===== src/hdl/tccs_pkg.sv =====
// ----------------------------------------------------------------------------
// tccs_pkg
// Shared constants, command codes and control/status structs for the text
// console cursor and scroll unit.
// ----------------------------------------------------------------------------
`default_nettype none

package tccs_pkg;

  localparam int COLS     = 80;
  localparam int ROWS     = 25;
  localparam int TAB_STOP = 4;
  localparam int CELLS    = COLS * ROWS;

  localparam int ROW_W  = 5;
  localparam int COL_W  = 7;
  localparam int ADDR_W = $clog2(CELLS);
  localparam int CELL_W = 16;
  localparam int PCNT_W = $clog2(TAB_STOP + 1);

  localparam logic [7:0] CH_NEWLINE = 8'd10;
  localparam logic [7:0] CH_TAB     = 8'd9;
  localparam logic [7:0] CH_RETURN  = 8'd13;
  localparam logic [7:0] CH_SPACE   = 8'd32;

  localparam logic [CELL_W-1:0] CELL_RESET = 16'h0700;
  localparam logic [7:0]        COLOR_RESET = 8'd7;

  localparam logic [2:0] OP_NONE   = 3'd0;
  localparam logic [2:0] OP_LOAD   = 3'd1;
  localparam logic [2:0] OP_CLEAR  = 3'd2;
  localparam logic [2:0] OP_PUT    = 3'd3;
  localparam logic [2:0] OP_LINE   = 3'd4;
  localparam logic [2:0] OP_SCROLL = 3'd5;
  localparam logic [2:0] OP_CR     = 3'd6;
  localparam logic [2:0] OP_READ   = 3'd7;

  localparam logic REG_TEXT_COLOR  = 1'b0;
  localparam logic REG_BLANK_COLOR = 1'b1;

  typedef struct packed {
    logic [2:0] op;
    logic       fin;
  } tccs_cmd_t;

  typedef struct packed {
    logic clr_last;
    logic last_row;
    logic wrap;
    logic put_last;
    logic put_zero;
    logic blank_last;
    logic col_zero;
    logic cr_last;
  } tccs_stat_t;

endpackage

`default_nettype wire


===== src/hdl/tccs_ctrl.sv =====
// ----------------------------------------------------------------------------
// tccs_ctrl
// Sequencer: clearing pass, request dispatch, put, line, scroll, carriage
// return and read steps.
// ----------------------------------------------------------------------------
`default_nettype none

module tccs_ctrl (
  input  logic                 clk,
  input  logic                 rst,
  input  logic                 start,
  input  logic                 req_type,
  input  logic [7:0]           char_code,
  input  tccs_pkg::tccs_stat_t stat,
  output tccs_pkg::tccs_cmd_t  cmd,
  output logic                 busy
);

  import tccs_pkg::*;

  localparam logic [2:0] S_CLEAR  = 3'd0;
  localparam logic [2:0] S_IDLE   = 3'd1;
  localparam logic [2:0] S_PUT    = 3'd2;
  localparam logic [2:0] S_LINE   = 3'd3;
  localparam logic [2:0] S_SCROLL = 3'd4;
  localparam logic [2:0] S_CR     = 3'd5;
  localparam logic [2:0] S_RD1    = 3'd6;
  localparam logic [2:0] S_RD2    = 3'd7;

  logic [2:0] state;
  logic [2:0] state_next;

  always_ff @(posedge clk) begin
    if (rst) begin
      state <= S_CLEAR;
    end else begin
      state <= state_next;
    end
  end

  assign busy = (state != S_IDLE);

  always_comb begin
    state_next = state;
    cmd.op     = OP_NONE;
    cmd.fin    = 1'b0;
    case (state)
      S_CLEAR: begin
        cmd.op = OP_CLEAR;
        if (stat.clr_last) begin
          state_next = S_IDLE;
        end
      end
      S_IDLE: begin
        if (start) begin
          cmd.op = OP_LOAD;
          if (req_type) begin
            state_next = S_RD1;
          end else if (char_code == CH_NEWLINE) begin
            state_next = S_LINE;
          end else if (char_code == CH_RETURN) begin
            state_next = S_CR;
          end else begin
            state_next = S_PUT;
          end
        end
      end
      S_PUT: begin
        cmd.op = OP_PUT;
        if (stat.wrap && stat.last_row) begin
          state_next = S_SCROLL;
        end else if (stat.put_last) begin
          cmd.fin    = 1'b1;
          state_next = S_IDLE;
        end
      end
      S_LINE: begin
        cmd.op = OP_LINE;
        if (stat.last_row) begin
          state_next = S_SCROLL;
        end else begin
          cmd.fin    = 1'b1;
          state_next = S_IDLE;
        end
      end
      S_SCROLL: begin
        cmd.op = OP_SCROLL;
        if (stat.blank_last) begin
          if (stat.put_zero) begin
            cmd.fin    = 1'b1;
            state_next = S_IDLE;
          end else begin
            state_next = S_PUT;
          end
        end
      end
      S_CR: begin
        if (stat.col_zero) begin
          cmd.fin    = 1'b1;
          state_next = S_IDLE;
        end else begin
          cmd.op = OP_CR;
          if (stat.cr_last) begin
            cmd.fin    = 1'b1;
            state_next = S_IDLE;
          end
        end
      end
      S_RD1: begin
        cmd.op     = OP_READ;
        state_next = S_RD2;
      end
      S_RD2: begin
        cmd.fin    = 1'b1;
        state_next = S_IDLE;
      end
      default: begin
        state_next = S_IDLE;
      end
    endcase
  end

endmodule

`default_nettype wire


===== config.mk =====
export PLATFORM = sky130hd
export DESIGN_NAME = tccs_ctrl
export DESIGN_NICKNAME = d
export VERILOG_FILES = /design/src/hdl/tccs_pkg.sv /design/src/hdl/tccs_ctrl.sv
export SDC_FILE = /design/constraint.sdc
export NUM_CORES = 1
export LEC_CHECK = 0
export ABC_CLOCK_PERIOD_IN_PS = 1500
export CAP_MARGIN = 20
export CORE_AREA = 2 2 39 41
export CTS_CLUSTER_SIZE = 8
export DETAILED_ROUTE_END_ITERATION = 10
export DIE_AREA = 0 0 41 43
export DONT_BUFFER_PORTS = 1
export MAX_ROUTING_LAYER = met4
export RECOVER_POWER = 100
export REMOVE_ABC_BUFFERS = 1
export SLEW_MARGIN = 10
export SYNTH_ARGS = -nofsm -noshare
export SYNTH_HDL_FRONTEND = slang
export SYNTH_SLANG_ARGS = --single-unit

===== constraint.sdc =====
create_clock -name clk -period 1.5 [get_ports clk]
set_input_delay 0 -clock clk [delete_from_list [all_inputs] [get_ports clk]]
set_output_delay 0 -clock clk [all_outputs]
set_load 0.01 [all_outputs]

==> metrics <==
crit end category=primary output; most common cell in the netlist=o21ai_1; initial antenna violation count=0; TNS Setup=0 ns; port bufs=0; fmax=0.7096 GHz; Largest register FFs=3; detailed router's first-iteration violation count=5; # setup viols final=0; post-synthesis sequential area ratio=0.1420; Vias=474; fraction of layout cells with a size suffix above 1=0.2121; largest registers=state (3); Post-Syn Area=422.9 sq um; gr usage total=0.1367; final net count=87; kind of critical path=flip-flop to primary output; biggest area consumer among synthesized cells=dfxtp_1; first-pass GRT wire length=1.587 mm; grt ovf=0; vias in the first global route=421; commonest cells in the netlist=o21ai_1 (5), a21oi_1 (4), nand2_1 (4); Vias/cell=5.780; CP max FO=6; Netlist cell types=35; Syn. warnings=0; power per cell area=644.8 nW/um^2; total iterations of the first detailed-routing run=4; Pins Over Slew Limit=0; peak supply drop=0.2601 mV; Static Leak=0.0001910 uW; Internal Pwr Total=232.1 uW; switching part of the total power=0.3001; synthesized flop and latch total=3; ys flop type=dfxtp_1; max cap viols=0; wire length per cell=13.23 um; Ant. Diodes=0; largest net degree at the start of global routing=12; die extent in x=41 um; Layout area overhead=21.60%; GPL Wtd Cong=0.7590; CTS buffer count=3; clk root buf=clkbuf_4; Post-Synthesis Cells=58; clock edge transition at the registers on the reported setup and hold paths=0.04 ns; worst setup margin=0.09069 ns; Period Utilization, post-route=0.9395; switching power=99.51 uW; clk buf depth=2; post-DP HPWL=836.2 um; top cells by area, synth=dfxtp_1 (14%), o21ai_1 (5.9%), a21oi_1 (4.7%), mux2i_1 (4.7%), nand2b_1 (4.4%); Synth Area per Inst=7.291 sq um; Worst Skew=0.0006761 ns; DRC errors left=0; drt total wl=1.085 mm; die area=1763 sq um; worst rel slew slack=0.6975; core area=1384 sq um; dpl ws=0.1162 ns; Seq pwr share=0.281; largest register by flop count=state; H-tree depth=1; RSZ-0062 raised after global routing=no; CP arrival=1.41 ns; critical path required time=1.50 ns; Tightest Pin Transition=0.4496 ns; Hold Violations, Final=0; I/O pin count=25; Clk Latency, worst-skew pair=0.23 ns; top-area cell type share of the netlist area=0.1420; Routed Antenna Nets=0; Starting Density=0.3056; EDFF count, synth=0; Placement Rows=14; ys async rst share=0; Logic pwr share=0.297; clk sinks=3; run status=finished, final reports clean; HP Class=input port to flip-flop; CTS tree=built; Worst setup SP type=flip-flop; die height=43 um; clock share of power=0.422; final critical-path required period=1.409 ns
-- layer usage --
layer	track usage	share of wire	vias to the layer above
met5	-	0	-
met4	0.08000	0	0
met3	0.03141	0.079	0
met2	0.1844	0.48	19
met1	0.1795	0.44	215
li1	-	-	240
-- repair_timing --
| action | CTS | global route |
|---|---|---|
| resized for setup | 1 | 5 |
| setup buffers | 0 | 1 |
| pin swaps | 0 | 1 |
| cloned | 0 | 0 |
| setup endpoints to repair | 1 | 2 |
| hold buffers | 2 | 0 |
| hold endpoints to repair | 2 | 0 |
-- power groups by stage --
stage	Sequential (uW)	Combinational, uW	Clock (uW)
5_1_grt	94.2	110	161
4_1_cts	94.0	99.9	146
3_5_place_dp	95.1	94.6	0
2_1_floorplan	99.1	64.7	0
3_3_place_gp	94.7	95.3	0
6_report	93.3	98.4	140
-- critical path: stages, from the launching register on --
cell and delay (ns):
dfxtp_4 0.35, buf_2 0.15, nor2b_4 0.14, and3_1 0.18, a221o_1 0.36
-- cell type report --
class / count / area, sq um
fillers: 156 / 869.6
well taps: 16 / 20.02
flip-flops and latches: 3 / 66.31
inverters: 3 / 11.26
repair buffers: 7 / 55.05
clock buffers: 4 / 26.28
multi-input cells: 49 / 335.3
-- final timing paths --
kind / cells after the start / to / slack, ns / from
max reg2reg: 5 / state[1] / 0.13 / state[2]
min reg2reg: 3 / state[2] / 0.66 / state[1]
min: 2 / state[1] / 0.01 / stat[4]
max: 4 / cmd[0] / 0.09 / state[2]
-- stage by stage --
step           cell area (sq um)  hold slack (ns)  instances  power [uW]    util
5_1_grt                    514.2          0.01887         82       365.1  0.3716
2_1_floorplan              401.6          0.06907         55       163.8       -
4_1_cts                    499.2         0.007920         81       340.0  0.3608
6_report                   514.2          0.01269         82       331.6  0.3716
3_3_place_gp               451.7          0.07590         75       190.1  0.3264
3_5_place_dp               451.7          0.07479         75       189.8  0.3264
-- placed cells by master, fill, tap and decap left out --
| cell type | instances |
|---|---|
| a2111o_1 | 1 |
| a211oi_1 | 1 |
| a21bo_2 | 1 |
| a21oi_1 | 4 |
| a221o_1 | 1 |
| a22oi_1 | 1 |
| a31oi_1 | 1 |
| and2_1 | 1 |
| and3_1 | 2 |
| and3b_1 | 1 |
| and4b_1 | 1 |
| buf_2 | 1 |
| buf_4 | 4 |
| clkbuf_1 | 1 |
| clkbuf_4 | 3 |
| dfxtp_2 | 2 |
| dfxtp_4 | 1 |
| dlygate4sd3_1 | 2 |
| inv_1 | 2 |
| inv_2 | 1 |
| mux2i_1 | 2 |
| nand2_1 | 4 |
| nand2b_1 | 3 |
| nand3b_1 | 2 |
| nand4b_1 | 1 |
| nor2_1 | 3 |
| nor2b_4 | 1 |
| nor3b_1 | 2 |
| nor4_1 | 1 |
| o2111ai_1 | 1 |
| o211ai_1 | 2 |
| o21a_1 | 1 |
| o21ai_0 | 3 |
| o21ai_1 | 3 |
| o22a_1 | 1 |
| o22ai_1 | 1 |
| o31a_1 | 1 |
| o31ai_1 | 1 |
| or3b_1 | 1 |
-- kinds of logic after synthesis --
logic type,synth area share
AO/OA/AOI/OAI,0.3906
buffers and inverters,0.07692
flip-flops,0.1420
multiplexers,0.04734
AND/OR/NAND/NOR,0.3432
No activity file was read; power rests on OpenSTA's default activity.
